File: src/hw/rtl/mqrb_pkg.sv
package mqrb_pkg;

   // Defaults for the top-level parameters
   localparam int QUEUE_COUNT_DEFAULT     = 4;
   localparam int SLOTS_PER_QUEUE_DEFAULT = 4;

   // Field widths
   localparam int ACTION_W  = 1;
   localparam int QUEUE_W   = 2;
   localparam int PAYLOAD_W = 32;
   localparam int TICKET_W  = 16;
   localparam int STATUS_W  = 2;
   localparam int RING_W    = 3;
   localparam int SLOT_W    = TICKET_W + PAYLOAD_W;

   localparam logic [RING_W-1:0] RING_LENGTH_RESET = 3'd3;

   typedef enum logic [ACTION_W-1:0] {
      ACT_ENQUEUE = 1'b0,
      ACT_DEQUEUE = 1'b1
   } action_type;

   typedef enum logic [STATUS_W-1:0] {
      ST_DONE  = 2'd0,
      ST_FULL  = 2'd1,
      ST_EMPTY = 2'd2
   } status_type;

endpackage

File: src/hw/rtl/mqrb_ram.sv
module mqrb_ram #(
   parameter int WIDTH = 8,
   parameter int DEPTH = 16
) (
   input  logic                                     clock,
   input  logic                                     wr_en,
   input  logic [(DEPTH > 1 ? $clog2(DEPTH) : 1)-1:0] wr_addr,
   input  logic [WIDTH-1:0]                         wr_data,
   input  logic                                     rd_en,
   input  logic [(DEPTH > 1 ? $clog2(DEPTH) : 1)-1:0] rd_addr,
   output logic [WIDTH-1:0]                         rd_data
);

   logic [WIDTH-1:0] mem_ff [DEPTH];
   logic [WIDTH-1:0] rd_data_ff;

   always_ff @(posedge clock) begin
      if (wr_en) begin
         mem_ff[wr_addr] <= wr_data;
      end
      if (rd_en) begin
         rd_data_ff <= mem_ff[rd_addr];
      end
   end

   assign rd_data = rd_data_ff;

endmodule

File: src/hw/rtl/multi_queue_ring_buffer.sv
// Multi-queue ring buffer: QUEUE_COUNT circular FIFOs share one slot RAM of
// QUEUE_COUNT * SLOTS_PER_QUEUE entries, each entry a 16-bit ticket and a
// 32-bit payload. Issue an item by raising start; busy is always low, so an
// item is taken at every clock edge where start is high, one per cycle with
// no gaps. Each item gives exactly one result, strobed by rsp_valid for the
// one cycle that begins at the edge after the one that took the item;
// results come in item order. The receiver cannot stall: a result not
// captured in its strobe cycle is gone. One item per cycle holds because
// the pointer, flag and ticket update for the addressed queue is a
// combinational read-modify-write of its registers, and the slot RAM does
// either the enqueue write or the dequeue read of that same cycle.
// Write ring_length (csr_data) only while no item is in flight;
// changing it while queues hold entries can make a dequeue reach a slot that
// was never written, whose ticket and payload are then undefined.
module multi_queue_ring_buffer #(
   parameter int QUEUE_COUNT     = mqrb_pkg::QUEUE_COUNT_DEFAULT,
   parameter int SLOTS_PER_QUEUE = mqrb_pkg::SLOTS_PER_QUEUE_DEFAULT
) (
   input  logic                           clock,
   input  logic                           reset,

   // Item channel
   input  logic                           start,
   output logic                           busy,
   input  logic [mqrb_pkg::ACTION_W-1:0]  req_action,
   input  logic [mqrb_pkg::QUEUE_W-1:0]   req_queue_id,
   input  logic [mqrb_pkg::PAYLOAD_W-1:0] req_payload_tag,

   // Result channel
   output logic                           rsp_valid,
   output logic [mqrb_pkg::STATUS_W-1:0]  rsp_status,
   output logic [mqrb_pkg::TICKET_W-1:0]  rsp_ticket_number,
   output logic [mqrb_pkg::PAYLOAD_W-1:0] rsp_out_payload,
   output logic                           rsp_queue_full,
   output logic                           rsp_queue_empty,
   output logic                           rsp_all_empty,

   // Ring length register
   input  logic                           csr_valid,
   output logic                           csr_ready,
   input  logic [mqrb_pkg::RING_W-1:0]    csr_data
);

   localparam int PTR_W  = (SLOTS_PER_QUEUE > 1) ? $clog2(SLOTS_PER_QUEUE) : 1;
   localparam int QID_W  = (QUEUE_COUNT > 1) ? $clog2(QUEUE_COUNT) : 1;
   localparam int DEPTH  = QUEUE_COUNT * SLOTS_PER_QUEUE;
   localparam int ADDR_W = (DEPTH > 1) ? $clog2(DEPTH) : 1;
   // Wide enough for the ring register and for SLOTS_PER_QUEUE itself
   localparam int LEN_W  = ($clog2(SLOTS_PER_QUEUE + 1) > mqrb_pkg::RING_W) ?
                           $clog2(SLOTS_PER_QUEUE + 1) : mqrb_pkg::RING_W;

   // ---------------------------------------------------------------------
   // Configuration: always ready; unenforced rule: written only while idle
   // ---------------------------------------------------------------------
   logic [mqrb_pkg::RING_W-1:0] ring_ff;

   assign csr_ready = 1'b1;

   always_ff @(posedge clock) begin
      if (reset) begin
         ring_ff <= mqrb_pkg::RING_LENGTH_RESET;
      end else if (csr_valid && csr_ready) begin
         ring_ff <= csr_data;
      end
   end

   // Clamp ring length into 1..SLOTS_PER_QUEUE
   logic [LEN_W-1:0] ring_ext;
   logic [LEN_W-1:0] eff_len;

   always_comb begin
      ring_ext = LEN_W'(ring_ff);
      if (ring_ext == '0) begin
         eff_len = LEN_W'(1);
      end else if (ring_ext > LEN_W'(SLOTS_PER_QUEUE)) begin
         eff_len = LEN_W'(SLOTS_PER_QUEUE);
      end else begin
         eff_len = ring_ext;
      end
   end

   // Step a pointer, wrapping to zero at the effective length
   function automatic logic [PTR_W-1:0] advance(input logic [PTR_W-1:0] ptr,
                                                input logic [LEN_W-1:0] len);
      logic [LEN_W-1:0] nxt;
      nxt = LEN_W'(ptr) + LEN_W'(1);
      return (nxt >= len) ? '0 : PTR_W'(nxt);
   endfunction

   // ---------------------------------------------------------------------
   // Input register: take an item every cycle
   // ---------------------------------------------------------------------
   logic                           req_valid_ff;
   mqrb_pkg::action_type           req_action_ff;
   logic [mqrb_pkg::QUEUE_W-1:0]   req_queue_ff;
   logic [mqrb_pkg::PAYLOAD_W-1:0] req_payload_ff;

   assign busy = 1'b0;

   always_ff @(posedge clock) begin
      if (reset) begin
         req_valid_ff <= 1'b0;
      end else begin
         req_valid_ff <= start && !busy;
      end
   end

   always_ff @(posedge clock) begin
      if (start && !busy) begin
         req_action_ff  <= mqrb_pkg::action_type'(req_action);
         req_queue_ff   <= req_queue_id;
         req_payload_ff <= req_payload_tag;
      end
   end

   // ---------------------------------------------------------------------
   // Per-queue state
   // ---------------------------------------------------------------------
   logic [PTR_W-1:0]              head_ff   [QUEUE_COUNT];
   logic [PTR_W-1:0]              head_in   [QUEUE_COUNT];
   logic [PTR_W-1:0]              tail_ff   [QUEUE_COUNT];
   logic [PTR_W-1:0]              tail_in   [QUEUE_COUNT];
   logic [mqrb_pkg::TICKET_W-1:0] ticket_ff [QUEUE_COUNT];
   logic [mqrb_pkg::TICKET_W-1:0] ticket_in [QUEUE_COUNT];
   logic [QUEUE_COUNT-1:0]        q_full_ff;
   logic [QUEUE_COUNT-1:0]        q_full_in;
   logic [QUEUE_COUNT-1:0]        q_empty_ff;
   logic [QUEUE_COUNT-1:0]        q_empty_in;

   // Result stage next values
   mqrb_pkg::status_type          rsp_status_in;
   logic [mqrb_pkg::TICKET_W-1:0] rsp_ticket_in;
   logic                          rsp_deq_in;
   logic                          rsp_full_in;
   logic                          rsp_empty_in;
   logic                          rsp_all_empty_in;

   // Slot RAM access
   logic                          ram_wr_en;
   logic                          ram_rd_en;
   logic [ADDR_W-1:0]             ram_wr_addr;
   logic [ADDR_W-1:0]             ram_rd_addr;
   logic [mqrb_pkg::SLOT_W-1:0]   ram_wr_data;
   logic [mqrb_pkg::SLOT_W-1:0]   ram_rd_data;

   logic                          q_ok;
   logic [QID_W-1:0]              q_idx;
   logic [PTR_W-1:0]              ptr_next;

   always_comb begin
      head_in    = head_ff;
      tail_in    = tail_ff;
      ticket_in  = ticket_ff;
      q_full_in  = q_full_ff;
      q_empty_in = q_empty_ff;

      q_ok  = 32'(req_queue_ff) < QUEUE_COUNT;
      q_idx = QID_W'(req_queue_ff);
      ptr_next = '0;

      // Reject by default; out-of-range queues report empty and not full
      rsp_status_in = (req_action_ff == mqrb_pkg::ACT_DEQUEUE) ?
                      mqrb_pkg::ST_EMPTY : mqrb_pkg::ST_FULL;
      rsp_ticket_in = '0;
      rsp_deq_in    = 1'b0;
      rsp_full_in   = 1'b0;
      rsp_empty_in  = 1'b1;

      ram_wr_en   = 1'b0;
      ram_rd_en   = 1'b0;
      ram_wr_addr = ADDR_W'(32'(q_idx) * SLOTS_PER_QUEUE + 32'(tail_ff[q_idx]));
      ram_rd_addr = ADDR_W'(32'(q_idx) * SLOTS_PER_QUEUE + 32'(head_ff[q_idx]));
      ram_wr_data = {ticket_ff[q_idx], req_payload_ff};

      if (req_valid_ff && q_ok) begin
         if (req_action_ff == mqrb_pkg::ACT_ENQUEUE) begin
            if (!q_full_ff[q_idx]) begin
               // Store at tail, stamp with the running ticket, advance tail
               ptr_next           = advance(tail_ff[q_idx], eff_len);
               ram_wr_en          = 1'b1;
               rsp_ticket_in      = ticket_ff[q_idx];
               ticket_in[q_idx]   = ticket_ff[q_idx] + mqrb_pkg::TICKET_W'(1);
               tail_in[q_idx]     = ptr_next;
               q_empty_in[q_idx]  = 1'b0;
               q_full_in[q_idx]   = (ptr_next == head_ff[q_idx]);
               rsp_status_in      = mqrb_pkg::ST_DONE;
            end
         end else begin
            if (!q_empty_ff[q_idx]) begin
               // Read at head, advance head; ticket and payload come from RAM
               ptr_next           = advance(head_ff[q_idx], eff_len);
               ram_rd_en          = 1'b1;
               rsp_deq_in         = 1'b1;
               head_in[q_idx]     = ptr_next;
               q_full_in[q_idx]   = 1'b0;
               q_empty_in[q_idx]  = (ptr_next == tail_ff[q_idx]);
               rsp_status_in      = mqrb_pkg::ST_DONE;
            end
         end
         rsp_full_in  = q_full_in[q_idx];
         rsp_empty_in = q_empty_in[q_idx];
      end

      rsp_all_empty_in = &q_empty_in;
   end

   always_ff @(posedge clock) begin
      if (reset) begin
         for (int q = 0; q < QUEUE_COUNT; q++) begin
            head_ff[q]   <= '0;
            tail_ff[q]   <= '0;
            ticket_ff[q] <= '0;
         end
         q_full_ff  <= '0;
         q_empty_ff <= '1;
      end else begin
         head_ff    <= head_in;
         tail_ff    <= tail_in;
         ticket_ff  <= ticket_in;
         q_full_ff  <= q_full_in;
         q_empty_ff <= q_empty_in;
      end
   end

   mqrb_ram #(
      .WIDTH (mqrb_pkg::SLOT_W),
      .DEPTH (DEPTH)
   ) u_slot_ram (
      .clock   (clock),
      .wr_en   (ram_wr_en),
      .wr_addr (ram_wr_addr),
      .wr_data (ram_wr_data),
      .rd_en   (ram_rd_en),
      .rd_addr (ram_rd_addr),
      .rd_data (ram_rd_data)
   );

   // ---------------------------------------------------------------------
   // Result register; dequeue data joins from the RAM read register
   // ---------------------------------------------------------------------
   logic                          rsp_valid_ff;
   mqrb_pkg::status_type          rsp_status_ff;
   logic [mqrb_pkg::TICKET_W-1:0] rsp_ticket_ff;
   logic                          rsp_deq_ff;
   logic                          rsp_full_ff;
   logic                          rsp_empty_ff;
   logic                          rsp_all_empty_ff;

   always_ff @(posedge clock) begin
      if (reset) begin
         rsp_valid_ff <= 1'b0;
      end else begin
         rsp_valid_ff <= req_valid_ff;
      end
   end

   always_ff @(posedge clock) begin
      rsp_status_ff    <= rsp_status_in;
      rsp_ticket_ff    <= rsp_ticket_in;
      rsp_deq_ff       <= rsp_deq_in;
      rsp_full_ff      <= rsp_full_in;
      rsp_empty_ff     <= rsp_empty_in;
      rsp_all_empty_ff <= rsp_all_empty_in;
   end

   assign rsp_valid         = rsp_valid_ff;
   assign rsp_status        = rsp_status_ff;
   assign rsp_ticket_number = rsp_deq_ff ?
                              ram_rd_data[mqrb_pkg::SLOT_W-1:mqrb_pkg::PAYLOAD_W] :
                              rsp_ticket_ff;
   assign rsp_out_payload   = rsp_deq_ff ? ram_rd_data[mqrb_pkg::PAYLOAD_W-1:0] : '0;
   assign rsp_queue_full    = rsp_full_ff;
   assign rsp_queue_empty   = rsp_empty_ff;
   assign rsp_all_empty     = rsp_all_empty_ff;

endmodule
File: config.mk
export PLATFORM = sky130hd
export DESIGN_NAME = multi_queue_ring_buffer
export DESIGN_NICKNAME = d
export VERILOG_FILES = /design/src/hw/rtl/mqrb_pkg.sv /design/src/hw/rtl/mqrb_ram.sv /design/src/hw/rtl/multi_queue_ring_buffer.sv
export SDC_FILE = /design/constraint.sdc
export NUM_CORES = 1
export LEC_CHECK = 0
export BUFFER_PORTS_ARGS = -buffer_cell sky130_fd_sc_hd__buf_2
export CAP_MARGIN = 0
export CORE_ASPECT_RATIO = 2
export CORE_UTILIZATION = 55
export DETAILED_ROUTE_END_ITERATION = 8
export PLACE_DENSITY = 0.74
export RECOVER_POWER = 50
export SKIP_LAST_GASP = 1
export SLEW_MARGIN = 20
export SYNTH_ARGS = -nofsm -noshare
export SYNTH_HDL_FRONTEND = slang
export SYNTH_HIERARCHICAL = 1
export SYNTH_SLANG_ARGS = --single-unit
File: constraint.sdc
create_clock -name clock -period 6.57 [get_ports clock]
set_input_delay 0.657 -clock clock [delete_from_list [all_inputs] [get_ports clock]]
set_output_delay 0.657 -clock clock [all_outputs]
set_load 0.05 [all_outputs]
==> impl_metrics.json, run 1 <==
{
  "rsz0062_at_grt": "false",
  "synth_top_area_share": 0.696,
  "initial_utilization": 0.557,
  "gp_congestion": 0.877,
  "syn2layout_area_growth_pct": 11.1,
  "slowest_delay_ps": 890,
  "drt.antenna.violating_nets": 0,
  "pwr-share-seq": 0.576,
  "synth_cell_types": 56,
  "cts_hold_buffers": 0,
  "drv_slew": 229,
  "pin_count": 98,
  "worst_setup_path_end_kind": "register",
  "p_leak_uw": 0.0128,
  "power_density_nw_per_um2": 292,
  "yosysSeqAreaShare": 0.759,
  "synth_ff_type": "edfxtp_1",
  "hold_viol": 0,
  "finalSetupViolations": 0,
  "cts_num_sinks": 966,
  "path_max_fanout": 42,
  "cp_common_cell": "buf_4",
  "synth_warnings": 6,
  "ff2ff_path_depth": 8,
  "drt_iter0_drc": 1694,
  "synth_edf_count": 851,
  "drv_cap": 4,
  "row_count": 133,
  "power_frac_comb": 0.032,
  "synthCells": 1854,
  "synth_adder_area_share": 0.00307,
  "fin_skew_ps": 18.4,
  "drt-met1-wl_mm": 29.4,
  "clkPwrFrac": 0.392,
  "fp.dieH_um": 367,
  "avgSynthCellArea_um2": 19.8,
  "vias_per_cell": 6.30,
  "hold_class": "input pin to register",
  "switching_share": 0.209,
  "clk_path_buf_depth": 3,
  "fin_util": 0.619,
  "tightestPinTransition_ps": 4050,
  "routed_wl_mm": 82.6,
  "cts.clk_slew.worst_paths_ps": 60,
  "firstDrtPassIters": 7,
  "nNetsFinal": 2022,
  "yosys.area_share.simple": 0.0377,
  "num-fill-cells": 4584,
  "synth.largest_area_cell": "edfxtp_1",
  "layout_min_cycle_time_ps": 5150,
  "synth_area_um2": 36700,
  "critPathLaunchType": "register",
  "required_ps": 6840,
  "period_share": 0.784,
  "async_flop_share": 0,
  "grt.total_usage": 0.254,
  "p_total_uw": 11900,
  "hold_depth": 1,
  "wl_met3_mm": 5.12,
  "tritoncts": "yes",
  "vias": 18352,
  "clk_latency_ps": 640,
  "holdPathEnd": "req_payload_ff[30]$_DFFE_PP_",
  "antenna_found_initial": 0,
  "slew_headroom": -1.70,
  "regToRegSetupSlack_ps": 1420,
  "layout-drive-gt1-share": 0.229,
  "grt_max_degree": 93,
  "synthTopCellsByCount": "edfxtp_1, mux4_2, dfxtp_1",
  "design.die.area_um2": 67800,
  "muxShareOfSynthArea": 0.139,
  "syn-num-nets": 1905,
  "synth_xor_xnor_area_share": 0.00334,
  "cts_buffers": 79,
  "ctsResizeCount": 0,
  "ys_seq_elements": 966,
  "io_buffers": 95,
  "rr_endpoint": "u_slot_ram/mem_ff[7][15]$_DFFE_PP_",
  "dp_cells": 2767,
  "root_buffer": "clkbuf_16",
  "grt_pass1_vias": 19166,
  "peakVddDrop_mv": 0.190,
  "slowest_stage": "nor2_4",
  "coreArea_um2": 65900,
  "met2_length_mm": 44.7,
  "grt_pass1_wl_mm": 123,
  "synth_compound_area_frac": 0.0420,
  "worstPathCellList": "buf_4, nor3b_1, a211oi_1, nand3_1, inv_1, nand3b_1, nor2_4, buf_4",
  "cp.arrival_ps": 5420,
  "gr-total-overflow": 0,
  "drc": 0,
  "dp_hpwl_mm": 48.1,
  "synth_top_family_by_area": "multiplexers",
  "p_int_uw": 9420,
  "r2r-start": "q_idx[1]$_DFFE_PP_",
  "tns_ps": 0,
  "hold_path_startpoint": "req_payload_tag[30]",
  "htreeDepth": 3,
  "post_cts_buffers": 0,
  "die_w_um": 185,
  "layout.cells.non_filler": 2912,
  "switchingPower_uw": 2480,
  "fmax_mhz": 194,
  "highest-signal-layer": "met4",
  "worstSetupPathType": "register to register",
  "synth.most_common_cell": "edfxtp_1",
  "status": "finished, violations left",
  "avgRoutedWirePerCell_um": 28.4,
  "failed_checks": "max-capacitance violations, max-slew violations",
  "synth_area_leaders": "edfxtp_1, mux4_2, dfxtp_1",
  "diodes": 0
}
flip-flops by register name (all words and copies together) (netlist names), 2 cells and up:
register	count
q_full_ff	4
ring_ext	3
q_empty_ff	4
rsp_ticket_ff	16
q_idx	2
rsp_status	2
tail_ff	8
u_slot_ram/rd_data	48
ticket_ff	64
req_payload_ff	32
head_ff	8
u_slot_ram/mem_ff	768
through the flow:
step           hold slack [ps]  worst slack [ps]  cell area, um^2
6_report                   194              1420            40800
5_1_grt                    171              1180            40800
4_1_cts                    149              1870            40800
3_5_place_dp               451              1880            38300
3_3_place_gp               441              2010            38300
2_1_floorplan              433               292            36700
cell usage in the layout (no fill, tap or decap), drive strengths merged, types with 9 or more instances in the layout:
| master | count |
|---|---|
| a21oi | 15 |
| dfxtp | 115 |
| mux2 | 17 |
| mux4 | 212 |
| and2 | 47 |
| mux2i | 13 |
| buf | 104 |
| clkinv | 33 |
| inv | 22 |
| a22oi | 96 |
| nand2 | 87 |
| ha | 9 |
| nor2 | 103 |
| edfxtp | 851 |
| a211oi | 57 |
| xnor2 | 13 |
| clkbuf | 132 |
| nand3 | 12 |
| nor3 | 16 |
cell type report:
class,instances,area [um^2],share of cell area
Timing Repair Buffer,140,796,0.0195
Clock buffer,96,2110,0.0519
Tap cell,877,1100,0.0269
Inverter,16,60.1,0.00147
Sequential cell,966,27900,0.683
Multi-Input combinational cell,768,8440,0.207
Clock inverter,49,410,0.0101
critical path: cells and delay by family, from the launching register on:
family | cells | cell delay (ps)
AND/OR/NAND/NOR | 4 | 1970
buffers and inverters | 3 | 1630
AO/OA/AOI/OAI | 1 | 770
flip-flops | 1 | 360
cells by family after synthesis:
logic type / Yosys count
XOR/XNOR: 14
AO/OA/AOI/OAI: 205
adder cells (fa/ha/maj): 9
buffers and inverters: 120
flip-flops: 966
AND/OR/NAND/NOR: 296
multiplexers: 242
other: 2
power groups by stage:
| stage | combinational (uW) | sequential [uW] | clock, uW |
|---|---|---|---|
| floorplan | 234 | 6950 | 0 |
| global placement | 372 | 6980 | 0 |
| detailed placement | 380 | 6990 | 0 |
| CTS | 384 | 6860 | 4740 |
| global route | 404 | 6870 | 4940 |
| finish | 380 | 6860 | 4670 |
worst max-delay path by stage:
stage	slack, ps	to	cells past startpoint	startpoint
after floorplan	290	u_slot_ram/mem_ff[0][0]$_DFFE_PP_	8	q_idx[1]$_DFFE_PP_
after global placement	2010	u_slot_ram/mem_ff[2][11]$_DFFE_PP_	8	q_idx[1]$_DFFE_PP_
after detailed placement	1880	u_slot_ram/mem_ff[7][20]$_DFFE_PP_	8	q_idx[1]$_DFFE_PP_
after CTS	1870	u_slot_ram/mem_ff[7][25]$_DFFE_PP_	8	q_idx[1]$_DFFE_PP_
after global routing	1180	u_slot_ram/rd_data[25]$_DFFE_PP_	5	q_idx[0]$_DFFE_PP_
final	1420	u_slot_ram/mem_ff[7][15]$_DFFE_PP_	8	q_idx[1]$_DFFE_PP_
layer usage:
layer / vias up / track usage
met3: 191 / 0.0347
met1: 9506 / 0.310
li1: 7792 / -
met4: 0 / 0.113
met2: 863 / 0.446
met5: - / 0
(Power assumes the default switching activity.)
==> inputs of run 2 (changes only) <==
--- a/config.mk
+++ b/config.mk
@@ -5,6 +5,7 @@
 export SDC_FILE = /design/constraint.sdc
 export NUM_CORES = 1
 export LEC_CHECK = 0
+export ABC_AREA = 1
 export BUFFER_PORTS_ARGS = -buffer_cell sky130_fd_sc_hd__buf_2
 export CAP_MARGIN = 0
 export CORE_ASPECT_RATIO = 2
==> constraint.sdc (replaced) <==
create_clock -name clock -period 4.69 [get_ports clock]
set_input_delay 0.469 -clock clock [delete_from_list [all_inputs] [get_ports clock]]
set_output_delay 0.469 -clock clock [all_outputs]
set_load 0.05 [all_outputs]
==> run 2 against run 1 <==
Net effect:
- the run still ends with max-capacitance violations, max-slew violations left
- clock power increased by 48%
- critical endpoint is now ticket_ff[63]$_SDFFE_PP0P_
- register-to-register slack got worse by 770 ps
- sequential power up 40%
- fmax increased by 28%
- hold slack got worse by 130 ps
==> impl_metrics.json, run 2 <==
{
  "status": "finished, violations left",
  "failed_checks": "max-capacitance violations, max-slew violations",
  "worstPathCellList": "inv_1, nor2_2, clkbuf_1, nand2_1, nand4_1, inv_1, nor2_1, nand2_1, nor2_1, nand2_1, nand2_1, nand3_1, nand2_1, inv_1",
  "synth_area_leaders": "edfxtp_1, nand2_1, nand3_1",
  "row_count": 142,
  "layout_common_cells": "nand2_1, edfxtp_1, inv_1, nand3_1, nor2_1",
  "ff2ff_path_depth": 14,
  "synth_compound_area_frac": 0.0164,
  "cts_buffers": 82,
  "htreeDepth": 3,
  "cp_common_cell": "nand2_1",
  "r2r-start": "q_idx[0]$_DFFE_PP_",
  "synth_edf_count": 851,
  "yosys.area_share.simple": 0.213,
  "slowest_stage": "edfxtp_1",
  "grt_pass1_vias": 28803,
  "fmax_mhz": 248,
  "async_flop_share": 0,
  "firstDrtPassIters": 6,
  "io_buffers": 95,
  "grt_max_degree": 241,
  "layout-drive-gt1-share": 0.0673,
  "p_total_uw": 17200,
  "cts_num_sinks": 966,
  "period_share": 0.861,
  "synth_ff_type": "edfxtp_1",
  "syn-num-nets": 4230,
  "synth_cell_types": 40,
  "p_leak_uw": 0.0198,
  "syn2layout_area_growth_pct": 10.3,
  "initial_utilization": 0.557,
  "power_density_nw_per_um2": 374,
  "synth_area_um2": 41800,
  "hold_viol": 0,
  "root_buffer": "clkbuf_16",
  "die_w_um": 197,
  "drt.antenna.violating_nets": 0,
  "required_ps": 5240,
  "coreArea_um2": 75000,
  "design.die.area_um2": 77100,
  "drv_cap": 3,
  "num-fill-cells": 5940,
  "nNetsFinal": 4305,
  "cp.arrival_ps": 4590,
  "dp_slack_ps": 1030,
  "rsz0062_at_grt": "false",
  "gp_congestion": 0.924,
  "yosysSeqAreaShare": 0.667,
  "dp_hpwl_mm": 56.3,
  "synth.most_common_cell": "nand2_1",
  "gr-total-overflow": 0,
  "synthTopCellsByCount": "nand2_1, edfxtp_1, inv_1",
  "holdPathEnd": "ring_ext[1]$_SDFFE_PP1P_",
  "rr_endpoint": "ticket_ff[63]$_SDFFE_PP0P_",
  "path_max_fanout": 20,
  "fin_skew_ps": 34.9,
  "peakVddDrop_mv": 0.337,
  "largest_register": "u_slot_ram/mem_ff",
  "synthCells": 4179,
  "fp.dieH_um": 392,
  "tritoncts": "yes",
  "layout_min_cycle_time_ps": 4040,
  "hold_class": "input pin to register",
  "critPathLaunchType": "register",
  "clk_path_buf_depth": 3,
  "post_cts_buffers": 0,
  "fin_ws_ps": 653,
  "ys_seq_elements": 966,
  "vias_per_cell": 5.47,
  "routed_wl_mm": 105,
  "muxShareOfSynthArea": 0.00431,
  "synth_top_area_share": 0.612,
  "drv_slew": 129,
  "synth_warnings": 6,
  "grt.total_usage": 0.276,
  "grt_pass1_wl_mm": 160,
  "drt_iter0_drc": 2499,
  "vias": 29135,
  "cts_hold_buffers": 33,
  "tns_ps": 0,
  "clk_latency_ps": 670,
  "synth_adder_area_share": 0.00270,
  "layout.cells.non_filler": 5330,
  "slowest_delay_ps": 730,
  "avgRoutedWirePerCell_um": 19.8,
  "antenna_found_initial": 1,
  "synth.largest_area_cell": "edfxtp_1",
  "regToRegSetupSlack_ps": 650,
  "synth_xor_xnor_area_share": 0.000629,
  "finalSetupViolations": 0,
  "worstSetupPathType": "register to register",
  "final_common_cell": "nand2_1",
  "synth_top_family_by_area": "simple AND/OR/NAND/NOR gates",
  "pin_count": 98,
  "hold_path_startpoint": "csr_valid",
  "worst_setup_path_end_kind": "register",
  "drc": 0,
  "avgSynthCellArea_um2": 10.0,
  "ctsResizeCount": 0,
  "slew_headroom": -1.26,
  "hold_depth": 3,
  "tightestPinTransition_ps": 3390,
  "cts.clk_slew.worst_paths_ps": 70,
  "dp_cells": 5144,
  "largest_reg_flops": 768
}
[run 2: layout make-up]
cell class / count / area [um^2] / share of cell area
clock inverters: 56 / 564 / 0.0122
diodes: 1 / 2.50 / 0.0000543
repair buffers: 192 / 1450 / 0.0314
clock buffers: 95 / 2130 / 0.0463
well taps: 1008 / 1260 / 0.0274
multi-input cells: 2276 / 10000 / 0.218
flip-flops and latches: 966 / 27900 / 0.604
inverters: 736 / 2790 / 0.0604
[run 2: worst max-delay path by stage]
stage	start	slack (ps)	to	depth (start not counted)
2_1_floorplan	q_idx[1]$_DFFE_PP_	320	u_slot_ram/mem_ff[10][0]$_DFFE_PP_	11
3_3_place_gp	q_idx[0]$_DFFE_PP_	1070	rsp_queue_full$_SDFF_PN0_	18
3_5_place_dp	q_idx[0]$_DFFE_PP_	1030	rsp_queue_full$_SDFF_PN0_	18
4_1_cts	q_idx[0]$_DFFE_PP_	1010	rsp_queue_full$_SDFF_PN0_	18
5_1_grt	q_idx[0]$_DFFE_PP_	340	ticket_ff[31]$_SDFFE_PP0P_	14
6_report	q_idx[0]$_DFFE_PP_	650	ticket_ff[63]$_SDFFE_PP0P_	14
[run 2: cell families (layout without fill, tap and decap cells)]
family          Yosys count  count (layout)
buf+inv                 937            1079
flops                   966             966
simple gates           2115            2115
xor+xnor                  3               3
fa+ha+maj                 9               9
other cells               2               3
mux                      16              16
compound gates          131             131
[run 2: routing by layer]
metal | wire (um) | share of wire | GRT usage | up-vias
li1 | - | - | - | 13605
met1 | 37500 | 0.36 | 0.323 | 13798
met2 | 53900 | 0.51 | 0.489 | 1389
met3 | 8120 | 0.077 | 0.0342 | 343
met4 | 5830 | 0.055 | 0.157 | 0
met5 | 0 | 0 | 0 | -
[run 2: power by group]
group | switching [uW] | total [uW] | leakage, uW | internal, uW
registers | 131 | 9610 | 0.00828 | 9480
clock network | 3110 | 6910 | 0.00132 | 3790
logic | 523 | 709 | 0.0102 | 186
[run 2: critical path, delay by kind of cell, from the launching register on]
kind                   cells  cell delay, ps
and+or+nand+nor           10            2140
buffers and inverters      4            1050
DFF                        1             730
[run 2: metrics by stage]
stage / util / cell area (um^2) / hold WS (ps)
floorplan: - / 41800 / 430
global placement: 0.575 / 43100 / 449
detailed placement: 0.575 / 43100 / 459
CTS: 0.615 / 46100 / 16.2
global route: 0.615 / 46100 / 77.6
finish: 0.615 / 46100 / 61.2
